### src/design/qpht_pkg.sv
`timescale 1ns / 1ps

package qpht_pkg;

   // Field widths of the request and response.
   localparam int KEY_W    = 31;
   localparam int MODE_W   = 2;
   localparam int STATUS_W = 3;
   localparam int SLOT_W   = 4;

   // Default number of slots in the table.
   localparam int DEF_TABLE_SIZE = 16;

   // Operation codes.
   localparam logic [MODE_W-1:0] MODE_INSERT = 2'd0;
   localparam logic [MODE_W-1:0] MODE_DELETE = 2'd1;
   localparam logic [MODE_W-1:0] MODE_SEARCH = 2'd2;

   // Response status codes.
   localparam logic [STATUS_W-1:0] STATUS_INSERTED  = 3'd0;
   localparam logic [STATUS_W-1:0] STATUS_FULL      = 3'd1;
   localparam logic [STATUS_W-1:0] STATUS_DELETED   = 3'd2;
   localparam logic [STATUS_W-1:0] STATUS_NOT_FOUND = 3'd3;
   localparam logic [STATUS_W-1:0] STATUS_FOUND     = 3'd4;

   typedef struct packed {
      logic [MODE_W-1:0] mode;
      logic [KEY_W-1:0]  key;
   } req_type;

   typedef struct packed {
      logic [STATUS_W-1:0] status;
      logic [SLOT_W-1:0]   slot;
   } rsp_type;

   // One table entry: occupied mark and stored key.
   typedef struct packed {
      logic             occupied;
      logic [KEY_W-1:0] key;
   } entry_type;

endpackage

### src/design/qpht_home.sv
`timescale 1ns / 1ps

module qpht_home #(
   parameter int TableSize = qpht_pkg::DEF_TABLE_SIZE
) (
   input  logic                         clock,
   input  logic                         reset,
   input  logic                         start,
   input  logic [qpht_pkg::KEY_W-1:0]   key,
   output logic                         done,
   output logic [$clog2(TableSize)-1:0] home
);

   localparam int SlotW  = $clog2(TableSize);
   localparam int RemW   = SlotW + 1;
   localparam int FoldW  = 20;
   localparam bit IsPow2 = (TableSize & (TableSize - 1)) == 0;

   // Weights of the upper key bytes modulo the table size.
   localparam logic [FoldW-1:0] Weight1 = FoldW'((1 << 8) % TableSize);
   localparam logic [FoldW-1:0] Weight2 = FoldW'((1 << 16) % TableSize);
   localparam logic [FoldW-1:0] Weight3 = FoldW'((1 << 24) % TableSize);
   localparam logic [FoldW-1:0] Divisor = FoldW'(TableSize);
   localparam logic [FoldW-1:0] Recip   = FoldW'((1 << FoldW) / TableSize);
   localparam logic [RemW-1:0]  SizeR   = RemW'(TableSize);

   logic               fold_vld_ff, fold_vld_in;
   logic               quot_vld_ff, quot_vld_in;
   logic               done_ff, done_in;
   logic [FoldW-1:0]   fold_ff, fold_in;
   logic [FoldW-1:0]   quot_ff, quot_in;
   logic [SlotW-1:0]   rem_ff, rem_in;
   logic [2*FoldW-1:0] prod;
   logic [FoldW-1:0]   back;
   logic [FoldW-1:0]   diff;
   logic [RemW-1:0]    near;

   // The folded key stays below 2^20. The reciprocal estimate of the quotient
   // is low by at most one, so one compare-subtract finishes the remainder.
   always_comb begin
      prod = {{FoldW{1'b0}}, fold_ff} * {{FoldW{1'b0}}, Recip};
      back = quot_ff * Divisor;
      diff = fold_ff - back;
      near = diff[RemW-1:0];
   end

   // Three steps for a general size: fold the key bytes, estimate the
   // quotient, then subtract it out and correct.
   always_comb begin
      fold_vld_in = 1'b0;
      quot_vld_in = fold_vld_ff;
      done_in     = quot_vld_ff;
      fold_in     = fold_ff;
      quot_in     = prod[2*FoldW-1:FoldW];
      rem_in      = rem_ff;
      if (quot_vld_ff) begin
         rem_in = (near >= SizeR) ? SlotW'(near - SizeR) : SlotW'(near);
      end
      if (start) begin
         if (IsPow2) begin
            // A power-of-two size keeps the low key bits.
            rem_in  = key[SlotW-1:0];
            done_in = 1'b1;
         end else begin
            fold_vld_in = 1'b1;
            fold_in     = FoldW'(key[7:0]) +
                          FoldW'(key[15:8]) * Weight1 +
                          FoldW'(key[23:16]) * Weight2 +
                          FoldW'(key[qpht_pkg::KEY_W-1:24]) * Weight3;
         end
      end
   end

   always_ff @(posedge clock) begin
      if (reset) begin
         fold_vld_ff <= 1'b0;
         quot_vld_ff <= 1'b0;
         done_ff     <= 1'b0;
      end else begin
         fold_vld_ff <= fold_vld_in;
         quot_vld_ff <= quot_vld_in;
         done_ff     <= done_in;
      end
   end

   always_ff @(posedge clock) begin
      fold_ff <= fold_in;
      quot_ff <= quot_in;
      rem_ff  <= rem_in;
   end

   assign done = done_ff;
   assign home = rem_ff;

endmodule

### src/design/qpht_store.sv
`timescale 1ns / 1ps

module qpht_store #(
   parameter int TableSize = qpht_pkg::DEF_TABLE_SIZE
) (
   input  logic                         clock,
   input  logic                         reset,
   input  logic                         rd_en,
   input  logic [$clog2(TableSize)-1:0] rd_addr,
   output qpht_pkg::entry_type          rd_entry,
   input  logic                         wr_en,
   input  logic [$clog2(TableSize)-1:0] wr_addr,
   input  qpht_pkg::entry_type          wr_entry,
   output logic                         clear_busy
);

   localparam int SlotW = $clog2(TableSize);

   qpht_pkg::entry_type mem [TableSize];
   qpht_pkg::entry_type rd_entry_ff;

   logic             clr_busy_ff, clr_busy_in;
   logic [SlotW-1:0] clr_addr_ff, clr_addr_in;
   logic             mem_we;
   logic [SlotW-1:0] mem_wa;
   qpht_pkg::entry_type mem_wd;

   // After reset, sweep the table once to clear every occupied mark.
   always_comb begin
      clr_busy_in = clr_busy_ff;
      clr_addr_in = clr_addr_ff;
      if (clr_busy_ff) begin
         clr_addr_in = clr_addr_ff + 1'b1;
         if (clr_addr_ff == SlotW'(TableSize - 1)) begin
            clr_busy_in = 1'b0;
         end
      end
   end

   always_ff @(posedge clock) begin
      if (reset) begin
         clr_busy_ff <= 1'b1;
         clr_addr_ff <= '0;
      end else begin
         clr_busy_ff <= clr_busy_in;
         clr_addr_ff <= clr_addr_in;
      end
   end

   // The clearing sweep owns the write port while it runs.
   always_comb begin
      mem_we = wr_en;
      mem_wa = wr_addr;
      mem_wd = wr_entry;
      if (clr_busy_ff) begin
         mem_we = 1'b1;
         mem_wa = clr_addr_ff;
         mem_wd = '0;
      end
   end

   // Memory with one write port and one registered read port.
   always_ff @(posedge clock) begin
      if (mem_we) begin
         mem[mem_wa] <= mem_wd;
      end
      if (rd_en) begin
         rd_entry_ff <= mem[rd_addr];
      end
   end

   assign rd_entry   = rd_entry_ff;
   assign clear_busy = clr_busy_ff;

endmodule

### src/design/quadratic_probe_hash_table.sv
`timescale 1ns / 1ps

// Open-addressing key table with quadratic probing over TableSize slots. Each
// request carries an operation (insert, delete, search; the unused code acts as
// a search) and a key; the block answers with one response per request. The
// home slot is the key modulo TableSize, and probe i visits home + i*i modulo
// TableSize. After reset the table runs a clearing sweep over every slot
// during which no request is taken. A request is then registered on entry,
// goes through the home-slot computation (the low key bits for a power-of-two
// size, otherwise a byte-folding and reciprocal-multiplication modulo unit),
// reads the probes one after another through the single read port of the
// table memory, whose read is registered, and moves the answer into the
// response register. A request that walks the whole path without a decision
// takes a closing step to settle on a full or not-found answer.
// Requests are handled one at a time; a new request is accepted while the
// previous response still waits in the output register.
module quadratic_probe_hash_table #(
   parameter int TableSize = qpht_pkg::DEF_TABLE_SIZE
) (
   input  logic              clock,
   input  logic              reset,
   input  logic              req_valid,
   output logic              req_ready,
   input  qpht_pkg::req_type req_payload,
   output logic              rsp_valid,
   input  logic              rsp_ready,
   output qpht_pkg::rsp_type rsp_payload
);

   localparam int SlotW  = $clog2(TableSize);
   localparam int StepW  = $clog2(TableSize + 1);
   localparam int SumW   = SlotW + 2;
   localparam int OutW   = qpht_pkg::SLOT_W;

   localparam logic [StepW-1:0] LastStep = StepW'(TableSize);
   localparam logic [SumW-1:0]  SizeX1   = SumW'(TableSize);
   localparam logic [SumW-1:0]  SizeX2   = SumW'(2 * TableSize);

   localparam logic [1:0] ST_IDLE  = 2'd0;
   localparam logic [1:0] ST_HASH  = 2'd1;
   localparam logic [1:0] ST_PROBE = 2'd2;
   localparam logic [1:0] ST_DONE  = 2'd3;

   logic [1:0]                    state_ff, state_in;
   logic [qpht_pkg::MODE_W-1:0]   mode_ff, mode_in;
   logic [qpht_pkg::KEY_W-1:0]    key_ff, key_in;
   logic [SlotW-1:0]              iss_slot_ff, iss_slot_in;
   logic [StepW-1:0]              iss_step_ff, iss_step_in;
   logic                          chk_valid_ff, chk_valid_in;
   logic [SlotW-1:0]              chk_slot_ff, chk_slot_in;
   qpht_pkg::rsp_type             res_ff, res_in;
   logic                          rsp_valid_ff, rsp_valid_in;
   qpht_pkg::rsp_type             rsp_ff, rsp_in;

   logic                          req_fire;
   logic                          home_done;
   logic [SlotW-1:0]              home_slot;
   logic                          clear_busy;
   logic                          issuing;
   logic [SumW-1:0]               next_sum;
   logic [SumW-1:0]               next_a;
   logic [SumW-1:0]               next_b;
   logic                          is_insert;
   logic                          is_delete;
   qpht_pkg::entry_type           rd_entry;
   logic                          mem_wr_en;
   qpht_pkg::entry_type           mem_wr_entry;

   assign req_ready = (state_ff == ST_IDLE) && !clear_busy;
   assign req_fire  = req_valid && req_ready;

   qpht_home #(
      .TableSize(TableSize)
   ) u_home (
      .clock(clock),
      .reset(reset),
      .start(req_fire),
      .key  (req_payload.key),
      .done (home_done),
      .home (home_slot)
   );

   qpht_store #(
      .TableSize(TableSize)
   ) u_store (
      .clock     (clock),
      .reset     (reset),
      .rd_en     (issuing),
      .rd_addr   (iss_slot_ff),
      .rd_entry  (rd_entry),
      .wr_en     (mem_wr_en),
      .wr_addr   (chk_slot_ff),
      .wr_entry  (mem_wr_entry),
      .clear_busy(clear_busy)
   );

   assign is_insert = (mode_ff == qpht_pkg::MODE_INSERT);
   assign is_delete = (mode_ff == qpht_pkg::MODE_DELETE);
   assign issuing   = (state_ff == ST_PROBE) && (iss_step_ff != LastStep);

   // Next probe slot: slot + (2*step + 1) stays below three times the size.
   always_comb begin
      next_sum = SumW'(iss_slot_ff) + SumW'({iss_step_ff, 1'b1});
      next_a   = (next_sum >= SizeX2) ? next_sum - SizeX2 : next_sum;
      next_b   = (next_a >= SizeX1) ? next_a - SizeX1 : next_a;
   end

   // Request sequencer: hash, probe with one read per cycle, then respond.
   always_comb begin
      state_in     = state_ff;
      mode_in      = mode_ff;
      key_in       = key_ff;
      iss_slot_in  = iss_slot_ff;
      iss_step_in  = iss_step_ff;
      chk_valid_in = chk_valid_ff;
      chk_slot_in  = chk_slot_ff;
      res_in       = res_ff;
      mem_wr_en    = 1'b0;
      mem_wr_entry = '{occupied: 1'b1, key: key_ff};
      unique case (state_ff)
         ST_IDLE: begin
            if (req_fire) begin
               mode_in  = req_payload.mode;
               key_in   = req_payload.key;
               state_in = ST_HASH;
            end
         end
         ST_HASH: begin
            if (home_done) begin
               iss_slot_in  = home_slot;
               iss_step_in  = '0;
               chk_valid_in = 1'b0;
               state_in     = ST_PROBE;
            end
         end
         ST_PROBE: begin
            // Issue side keeps reading along the probe path.
            iss_slot_in  = SlotW'(next_b);
            iss_step_in  = issuing ? iss_step_ff + 1'b1 : iss_step_ff;
            chk_valid_in = issuing;
            chk_slot_in  = iss_slot_ff;
            if (chk_valid_ff) begin
               if (is_insert) begin
                  if (!rd_entry.occupied) begin
                     mem_wr_en    = 1'b1;
                     res_in       = '{status: qpht_pkg::STATUS_INSERTED,
                                      slot: OutW'(chk_slot_ff)};
                     chk_valid_in = 1'b0;
                     state_in     = ST_DONE;
                  end
               end else if (!rd_entry.occupied) begin
                  res_in       = '{status: qpht_pkg::STATUS_NOT_FOUND, slot: '0};
                  chk_valid_in = 1'b0;
                  state_in     = ST_DONE;
               end else if (rd_entry.key == key_ff) begin
                  if (is_delete) begin
                     mem_wr_en    = 1'b1;
                     mem_wr_entry = '{occupied: 1'b0, key: key_ff};
                     res_in       = '{status: qpht_pkg::STATUS_DELETED,
                                      slot: OutW'(chk_slot_ff)};
                  end else begin
                     res_in = '{status: qpht_pkg::STATUS_FOUND,
                                slot: OutW'(chk_slot_ff)};
                  end
                  chk_valid_in = 1'b0;
                  state_in     = ST_DONE;
               end
            end else if (!issuing) begin
               // Every probe on the path has been checked without a decision.
               res_in   = is_insert ?
                          '{status: qpht_pkg::STATUS_FULL, slot: '0} :
                          '{status: qpht_pkg::STATUS_NOT_FOUND, slot: '0};
               state_in = ST_DONE;
            end
         end
         ST_DONE: begin
            if (!rsp_valid_ff || rsp_ready) begin
               state_in = ST_IDLE;
            end
         end
         default: begin
            state_in = ST_IDLE;
         end
      endcase
   end

   // Response register parts the result from the sequencer.
   always_comb begin
      rsp_valid_in = rsp_valid_ff;
      rsp_in       = rsp_ff;
      if (rsp_valid_ff && rsp_ready) begin
         rsp_valid_in = 1'b0;
      end
      if ((state_ff == ST_DONE) && (!rsp_valid_ff || rsp_ready)) begin
         rsp_valid_in = 1'b1;
         rsp_in       = res_ff;
      end
   end

   always_ff @(posedge clock) begin
      if (reset) begin
         state_ff     <= ST_IDLE;
         chk_valid_ff <= 1'b0;
         rsp_valid_ff <= 1'b0;
      end else begin
         state_ff     <= state_in;
         chk_valid_ff <= chk_valid_in;
         rsp_valid_ff <= rsp_valid_in;
      end
   end

   always_ff @(posedge clock) begin
      mode_ff     <= mode_in;
      key_ff      <= key_in;
      iss_slot_ff <= iss_slot_in;
      iss_step_ff <= iss_step_in;
      chk_slot_ff <= chk_slot_in;
      res_ff      <= res_in;
      rsp_ff      <= rsp_in;
   end

   assign rsp_valid   = rsp_valid_ff;
   assign rsp_payload = rsp_ff;

   // Table writes only come from a checked probe.
   a_write_from_check: assert property (@(posedge clock) disable iff (reset)
      mem_wr_en |-> (state_ff == ST_PROBE) && chk_valid_ff)
      else $error("table write outside a checked probe");

   // No pending check outside the probe phase.
   a_check_in_probe: assert property (@(posedge clock) disable iff (reset)
      chk_valid_ff |-> (state_ff == ST_PROBE))
      else $error("pending check outside probe phase");

   // The probe counter never runs past the table size.
   a_step_bound: assert property (@(posedge clock) disable iff (reset)
      (state_ff == ST_PROBE) |-> (iss_step_ff <= LastStep))
      else $error("probe count exceeded table size");

   // No request is taken during the clearing sweep.
   a_no_req_clear: assert property (@(posedge clock) disable iff (reset)
      clear_busy |-> !req_ready)
      else $error("request accepted while clearing");

   // Full and not-found responses carry slot zero.
   a_miss_slot_zero: assert property (@(posedge clock) disable iff (reset)
      rsp_valid_ff && (rsp_ff.status == qpht_pkg::STATUS_FULL ||
                       rsp_ff.status == qpht_pkg::STATUS_NOT_FOUND)
      |-> (rsp_ff.slot == '0))
      else $error("miss response with nonzero slot");

endmodule
### config.mk
export PLATFORM = sky130hd
export DESIGN_NAME = quadratic_probe_hash_table
export DESIGN_NICKNAME = d
export VERILOG_FILES = /design/src/design/qpht_pkg.sv /design/src/design/qpht_home.sv /design/src/design/qpht_store.sv /design/src/design/quadratic_probe_hash_table.sv
export SDC_FILE = /design/constraint.sdc
export NUM_CORES = 1
export LEC_CHECK = 0
export BUFFER_PORTS_ARGS = -buffer_cell sky130_fd_sc_hd__buf_2
export CAP_MARGIN = 40
export CORE_ASPECT_RATIO = 1.1
export CORE_MARGIN = 10
export CORE_UTILIZATION = 35
export DETAILED_ROUTE_END_ITERATION = 7
export PLACE_DENSITY = 0.53
export REMOVE_ABC_BUFFERS = 1
export SYNTH_ARGS = -nofsm -noshare
export SYNTH_HDL_FRONTEND = slang
export SYNTH_HIERARCHICAL = 1
export SYNTH_SLANG_ARGS = --single-unit
### constraint.sdc
create_clock -name clock -period 5 [get_ports clock]
set_input_delay 0 -clock clock [delete_from_list [all_inputs] [get_ports clock]]
set_output_delay 0 -clock clock [all_outputs]
set_load 0.01 [all_outputs]
==> results of run 1 <==
==> per-layer routing <==
layer / part of all wire, % / vias up / wire, um / track usage [%]
met5: 0 / - / 0 / 0
met1: 48 / 5952 / 24600 / 19.7
li1: - / 4918 / - / -
met2: 46 / 272 / 23600 / 19.8
met4: 1.7 / 0 / 895 / 3.12
met3: 5.2 / 61 / 2680 / 2.22
==> layout make-up <==
cell class	count	area, um2	share of cell area, %
inverters	17	63.8	0.229
multi-input cells	431	5050	18.1
flip-flops and latches	618	18500	66.2
well taps	858	1070	3.85
clock buffers	73	1590	5.71
repair buffers	151	1290	4.64
clock inverters	39	350	1.26
==> critical path: stages, from the launching register on <==
cell and delay [ns]:
edfxtp_1 0.40, xor2_1 0.18, nor4_1 0.47, and4_1 0.43, nand4_1 0.13, a211oi_1 0.50
nor2b_1 0.26, a22oi_1 0.30, nor2_4 0.54, buf_4 0.39
==> Yosys cell counts, types with 4 or more instances <==
master / instances / area share, %
nand2_1: 38 / 0.60
nand4_1: 4 / 0.11
a22oi_1: 66 / 2.1
nand3_1: 5 / 0.11
edfxtp_1: 608 / 77
buf_2: 9 / 0.19
ha_1: 9 / 0.48
and3_1: 4 / 0.11
xor2_1: 33 / 1.2
a32oi_1: 4 / 0.15
buf_1: 10 / 0.16
clkbuf_1: 22 / 0.35
xnor2_1: 7 / 0.26
a21oi_1: 7 / 0.15
mux2i_1: 4 / 0.17
and2_1: 7 / 0.19
nor2b_1: 40 / 1.1
inv_1: 17 / 0.27
dfxtp_1: 10 / 0.85
nor2_1: 38 / 0.60
buf_4: 9 / 0.29
nor4_1: 7 / 0.19
mux4_2: 128 / 12
==> final timing paths <==
kind | startpoint | to | slack [ns] | cells past startpoint
worst min-delay path | req_payload[14] | key_ff[14] | 0.09 | 2
worst max register to register | key_ff[8] | u_store/mem[2][17] | 1.04 | 9
worst min register to register | res_ff[4] | rsp_payload[4] | 0.43 | 0
worst max-delay path | key_ff[8] | u_store/mem[2][17] | 1.04 | 9
==> cell usage in the layout (no fill, tap or decap), types with 5 or more instances in the layout <==
master / instances
clkinv_2: 8
edfxtp_1: 608
clkbuf_16: 62
ha_1: 9
buf_4: 52
nor2_1: 21
nor2_4: 17
nor4_1: 7
buf_2: 48
buf_12: 10
xnor2_1: 7
a21oi_1: 7
dlygate4sd3_1: 37
xor2_1: 33
a22oi_1: 66
dfxtp_1: 9
bufinv_16: 6
mux4_2: 128
and2_1: 5
nand3_1: 5
inv_1: 17
nor2b_1: 38
clkinv_1: 21
clkbuf_1: 11
nand2_1: 38
==> power by group through the flow <==
stage	Clock [mW]	Sequential, mW	Combinational (mW)
after CTS	4.58	5.78	0.386
after global placement	0	5.89	0.355
after detailed placement	0	5.89	0.362
final	4.45	5.78	0.383
after global routing	4.78	5.79	0.415
after floorplan	0	5.90	0.219
==> stage by stage <==
stage	hold slack (ns)	instance area, um2	setup slack [ns]	setup TNS (ns)
after floorplan	0.0643	23400	-1.60	-44.99
after global placement	0.178	25200	1.19	0
after detailed placement	0.178	25500	1.08	0
after CTS	0.0443	27900	1.06	0
after global routing	0.0718	27900	0.882	0
final	0.0872	27900	1.04	0
==> flip-flops by register name, indices dropped and copies added, names as in the netlist, 2 cells and up <==
| name | cells |
|---|---|
| u_store/mem | 512 |
| u_store/rd_entry | 32 |
| key_ff | 31 |
| res_ff | 7 |
| rsp_payload | 7 |
| iss_step_ff | 5 |
| chk_slot_ff | 4 |
| iss_slot_ff | 4 |
| u_home/home | 4 |
| u_store/clr_addr_ff | 4 |
| mode_ff | 2 |
| state_ff | 2 |
==> kinds of logic after synthesis <==
group	after synthesis	share of synthesized area (%)
flops	618	78.0
simple gates	155	3.37
mux	134	12.4
compound gates	92	2.88
buf+inv	67	1.25
xor+xnor	40	1.48
fa+ha+maj	10	0.561
==> repair_timing <==
action | CTS | global route
gates resized for setup | 0 | 0
endpoints found under the hold margin | 65 | 0
setup endpoints to repair | 0 | 0
hold buffers | 37 | 0
setup buffers | 0 | 0
==> flow_summary.ini, run 1 <==
[detailed_routing]
vias_per_cell = 5.12
ant_nets = 0
drcViolationCount = 0
drt-total-wl_um = 51800
drtIter0Drc = 916
wl_per_cell_um = 23.7
drt-pass1-iter-count = 5
vias = 11200

[timing]
worst_slew_pin_slew_ns = 1.01
slew_headroom_pct = 32.6
fin_crit_sh_pct = 79.1
min_period_ns = 3.96
fmax_mhz = 253
fin_skew_ns = 0.0238
rsz0062_at_grt = false
setup_violations = 0
drv_slew = 0
hold_viol = 0

[flow_run]
maxCapViolations = 0

[clock_tree]
clk_pin_slew_worst_paths_ns = 0.06
worstSkewPairLatency_ns = 0.63
numCtsBuffers = 61
clkSinkCount = 618
h-tree-depth = 2
cts_max_path_buffers = 3
cts-root-buf = clkbuf_16
cts_tree = yes

[yosys]
syn_inst = 1116
yosys_warnings = 6
syn_area_um2 = 23700
synth_ff_type = edfxtp_1
yosysUniqueCellTypes = 45
synth_edf_count = 608
yosysSeqAreaShare_pct = 78.0
syn-mean-instance-area_um2 = 21.2
synthArstFlopShare_pct = 0
ys_ff_latch = 618

[layout]
drive_above_1_share_pct = 26.4
fin_util_pct = 41.8
nFillCells = 5790
syn_to_final_growth_pct = 17.9
fin_cells = 2187
num_antenna_cells = 0
final_nets = 1327

[power]
clkPwrFrac_pct = 41.9
p_int_mw = 8.48
finalPower_mw = 10.6
leakage_nw = 8.92
p_sw_share_pct = 20.2
ir_worst_vdd_mv = 0.260
seqPwrFrac_pct = 54.5
p_per_area_nw_per_um2 = 381
comb_power_share_pct = 3.6
switchingPower_mw = 2.14

[worst_setup_path]
end_kind = register
worst-path-max-fanout = 18
crit_arrival_ns = 4.26
critPathKind = reg2reg
cp-start-kind = register
critPathRequiredTime_ns = 5.30

[hold_path]
hp-class = in2reg

[status]
status = complete, no violations

[floorplan]
placementRows = 99
die_h_um = 293
io_pins = 46
initial_core_util_pct = 35.5
design.core.area_um2 = 66600
die_area_um2 = 78400
fp.dieW_um = 268

[placement]
dpl.cell_count = 2033
io_buffers = 45
dp_hpwl_um = 32600
gp_congestion = 0.762

[global_route]
first_global_vias = 11700
grt_use_total_pct = 13.2
overflow = 0
antenna_found_initial = 4
grt_max_degree = 132
grt_pass1_wl_um = 76700
Power figures use the tool's default switching activity.
==> run 2, diff against run 1 <==
==> constraint.sdc (replaced) <==
create_clock -name clock -period 3.7 [get_ports clock]
set_input_delay 0 -clock clock [delete_from_list [all_inputs] [get_ports clock]]
set_output_delay 0 -clock clock [all_outputs]
set_load 0.01 [all_outputs]
==> flow_summary.ini, run 2 (same netlist as run 1, synthesis figures left out) <==
[global_route]
overflow = 0
grt_max_degree = 56
first_global_vias = 11900
grt_use_total_pct = 13.3
grt_pass1_wl_um = 77800
antenna_found_initial = 1

[timing]
fin_skew_ns = 0.0295
drv_slew = 0
fin_crit_sh_pct = 92.8
setup_violations = 0
worst_slew_pin_slew_ns = 1.03
slew_headroom_pct = 31.1
whs_ns = 0.0845
min_period_ns = 3.43
fmax_mhz = 291
rsz0062_at_grt = false
hold_viol = 0

[hold_path]
whs_path_depth = 2
hp-class = in2reg

[clock_tree]
h-tree-depth = 2
cts_resized = 0
cts_max_path_buffers = 3
numCtsBuffers = 60
cts_tree = yes
post_cts_buffers = 0
clkSinkCount = 618
cts-root-buf = clkbuf_16
clk_pin_slew_worst_paths_ns = 0.06
worstSkewPairLatency_ns = 0.63

[floorplan]
io_pins = 46
placementRows = 99
die_h_um = 293
fp.dieW_um = 268
design.core.area_um2 = 66600
die_area_um2 = 78400
initial_core_util_pct = 35.5

[layout]
regMostFlops = u_store/mem
largest_register_ffs = 512
nFillCells = 5738
fin_util_pct = 42.7
syn_to_final_growth_pct = 20.2
final_common_cell = edfxtp_1
final_cell_mix = 608 x edfxtp_1, 128 x mux4_2, 66 x a22oi_1
drive_above_1_share_pct = 28.3
num_antenna_cells = 0
fin_cells = 2219
final_nets = 1361

[worst_setup_path]
cp-start-kind = register
slowest_stage = nor4_1
end_kind = register
crit_arrival_ns = 3.75
critPathRequiredTime_ns = 4.02
r2r_cells = 9
worstPathCellList = xor2_1 > nor4_1 > and4_1 > nand4_1 > a211oi_1 > nor2b_1 > a22oi_1 > nor2_4 > buf_12
worst-path-max-fanout = 18
slowest_delay_ns = 0.58
critPathKind = reg2reg
reg2reg_slack_ns = 0.27

[placement]
io_buffers = 45
dp_hpwl_um = 34500
dpl.cell_count = 2072
gp_congestion = 0.750

[detailed_routing]
ant_nets = 0
vias = 11300
wl_per_cell_um = 23.4
vias_per_cell = 5.09
drt-pass1-iter-count = 5
drcViolationCount = 0
drt-total-wl_um = 51800
drtIter0Drc = 900

[power]
leakage_nw = 9.16
clkPwrFrac_pct = 41.6
seqPwrFrac_pct = 54.5
switchingPower_mw = 2.90
p_int_mw = 11.4
p_sw_share_pct = 20.2
finalPower_mw = 14.3
ir_worst_vdd_mv = 0.418
comb_power_share_pct = 3.9
p_per_area_nw_per_um2 = 504

[flow_run]
maxCapViolations = 0

[status]
status = complete, no violations
-- run 2: critical path, delay by kind of cell (launching register included) --
family	cells	cell delay (ns)
flip-flops	1	0.39
AND/OR/NAND/NOR	5	1.61
buffers and inverters	1	0.19
AO/OA/AOI/OAI	2	0.76
XOR/XNOR	1	0.18
-- run 2: final timing paths --
kind | from | to
worst max register to register | key_ff[25] | u_store/mem[0][16]
worst min-delay path | req_payload[14] | key_ff[14]
worst min register to register | res_ff[2] | rsp_payload[2]
worst max-delay path | key_ff[25] | u_store/mem[0][16]
-- run 2: stage by stage --
stage | worst slack (ns) | TNS, ns | area [um2]
floorplan | -2.90 | -93.09 | 23400
global placement | 0.306 | 0 | 25800
detailed placement | 0.264 | 0 | 26200
CTS | 0.227 | 0 | 28400
global route | 0.0816 | 0 | 28400
finish | 0.267 | 0 | 28400
-- run 2: power by group through the flow --
stage / Sequential, mW / Clock, mW / Combinational, mW
2_1_floorplan: 7.97 / 0 / 0.296
3_3_place_gp: 7.96 / 0 / 0.520
3_5_place_dp: 7.97 / 0 / 0.535
4_1_cts: 7.82 / 6.12 / 0.567
5_1_grt: 7.82 / 6.43 / 0.604
6_report: 7.82 / 5.96 / 0.557
-- run 2: routing by layer --
metal  vias to the layer above  track usage (%)  part of all wire [%]
met4                         0             3.39                   1.9
met5                         -                0                     0
met2                       270             19.9                    45
met1                      5957             19.7                    48
li1                       4993                -                     -
met3                        65             2.52                   4.9
-- run 2: timing repair --
| action | in CTS | in global routing |
|---|---|---|
| endpoints found under the hold margin | 67 | 0 |
| setup endpoints to repair | 0 | 0 |
| hold buffers | 38 | 0 |
-- run 2: final cells by class --
type	instances	area [um2]	area share [%]
clock buffers	76	1560	5.49
clock inverters	33	344	1.21
inverters	17	63.8	0.224
multi-input cells	431	5050	17.8
flip-flops and latches	618	18500	64.9
well taps	858	1070	3.78
repair buffers	186	1880	6.61
==> run 3, diff against run 2 <==
--- a/config.mk
+++ b/config.mk
@@ -8,10 +8,11 @@
 export BUFFER_PORTS_ARGS = -buffer_cell sky130_fd_sc_hd__buf_2
 export CAP_MARGIN = 40
 export CORE_ASPECT_RATIO = 1.1
-export CORE_MARGIN = 10
-export CORE_UTILIZATION = 35
+export CORE_MARGIN = 5
+export CORE_UTILIZATION = 30
 export DETAILED_ROUTE_END_ITERATION = 7
-export PLACE_DENSITY = 0.53
+export PLACE_DENSITY = 0.47
+export RECOVER_POWER = 100
 export REMOVE_ABC_BUFFERS = 1
 export SYNTH_ARGS = -nofsm -noshare
 export SYNTH_HDL_FRONTEND = slang
==> flow_summary.ini, run 3 (same netlist as run 1, synthesis figures left out) <==
[status]
status = finished, violations left
violations = max-capacitance violations, max-slew violations

[clock_tree]
cts-root-buf = clkbuf_16
h-tree-depth = 2
clkSinkCount = 618
numCtsBuffers = 61
cts_resized = 0
cts_tree = yes
post_cts_buffers = 0
cts_max_path_buffers = 3
clk_pin_slew_worst_paths_ns = 0.06
cts_hold_buf = 37
worstSkewPairLatency_ns = 0.63

[timing]
hold_viol = 0
setup_violations = 0
setup_ws_ns = 0.250
fin_skew_ns = 0.0252
drv_slew = 114
slew_headroom_pct = -48.6
worst_slew_pin_slew_ns = 2.23
fin_crit_sh_pct = 93.2
fmax_mhz = 290
min_period_ns = 3.45
whs_ns = 0.0749
rsz0062_at_grt = false
finalSetupTns_ns = 0

[placement]
gp_congestion = 0.709
io_buffers = 45
dp_hpwl_um = 35200
pre_cts_ws_ns = 0.449

[worst_setup_path]
slowest_delay_ns = 1.15
crit_path_frequent_cell = clkbuf_1
reg2reg_slack_ns = 0.25
end_kind = register
worstPathCellList = clkbuf_1 > nor2b_1 > a32oi_1 > clkbuf_1 > nor2_4 > buf_12
crit_arrival_ns = 3.81
critPathKind = reg2reg
worst-path-max-fanout = 28
cp_top_family = buffers and inverters
worst-path-buf-inv = 3
cp-start-kind = register
critPathRequiredTime_ns = 4.06
slowest_stage = clkbuf_1

[detailed_routing]
wl_per_cell_um = 22.7
drt-pass1-iter-count = 5
vias_per_cell = 4.66
drt-total-wl_um = 54700
vias = 11200
ant_nets = 0
drtIter0Drc = 714
drcViolationCount = 0

[layout]
syn_to_final_growth_pct = 19.6
final_nets = 1361
largest_register_ffs = 512
drive_above_1_share_pct = 23.4
final_cell_mix = 608 x edfxtp_1, 128 x mux4_2, 85 x clkbuf_1
regMostFlops = u_store/mem
fin_util_pct = 36.0
final_common_cell = edfxtp_1

[global_route]
overflow = 0
first_global_vias = 12100
grt_max_degree = 66
grt_pass1_wl_um = 81300
antenna_found_initial = 1
grt_use_total_pct = 12.8

[floorplan]
die_area_um2 = 84600
design.core.area_um2 = 78600
io_pins = 46
die_h_um = 305
initial_core_util_pct = 30.1
placementRows = 108
fp.dieW_um = 278

[power]
leakage_nw = 8.86
p_per_area_nw_per_um2 = 517
finalPower_mw = 14.6
ir_worst_vdd_mv = 0.373

[hold_path]
hp-class = in2reg

[flow_run]
maxCapViolations = 3
[run 3: cell count changes in the layout (fill, tap and decap cells not counted), sizes merged]
cell         delta
bufinv          +1
buf            -90
dlygate4sd3     -1
diode           +1
clkinv          +5
inv             -1
clkbuf         +87
clkinvlp        +4
[run 3: stage by stage]
step                std cells  instance area (um2)
finish                   2412                28300
global route             2411                28300
CTS                      2410                28700
detailed placement       2258                26200
global placement         2228                26000
floorplan                1066                23400
[run 3: area by class of cell]
cell class	count	area [um2]
inverters	17	63.8
fillers	7342	50400
clock buffers	73	1600
flip-flops and latches	618	18500
diodes	1	2.50
clock inverters	42	447
repair buffers	185	1380
well taps	1045	1310
multi-input cells	431	5030
[run 3: path summary, 6_finish.rpt]
kind | start | to | depth (start not counted)
max | u_store/clear_busy | u_store/mem[15][16] | 6
max reg2reg | u_store/clear_busy | u_store/mem[15][16] | 6
min | req_payload[20] | key_ff[20] | 2
min reg2reg | res_ff[3] | rsp_payload[3] | 0
[run 3: metal layers]
layer	GRT usage, %	wire [um]	up-vias
met1	17.5	24200	5939
met4	3.07	1200	0
met3	2.30	2330	72
met5	0	0	-
li1	-	-	4990
met2	21.3	26900	230
[run 3: power by group]
group          switching, mW  internal (mW)  leakage (nW)
Clock                   2.67           3.59         0.991
Sequential            0.0513           7.77          5.53
Combinational          0.303          0.234          2.34
Total                   3.02           11.6          8.86
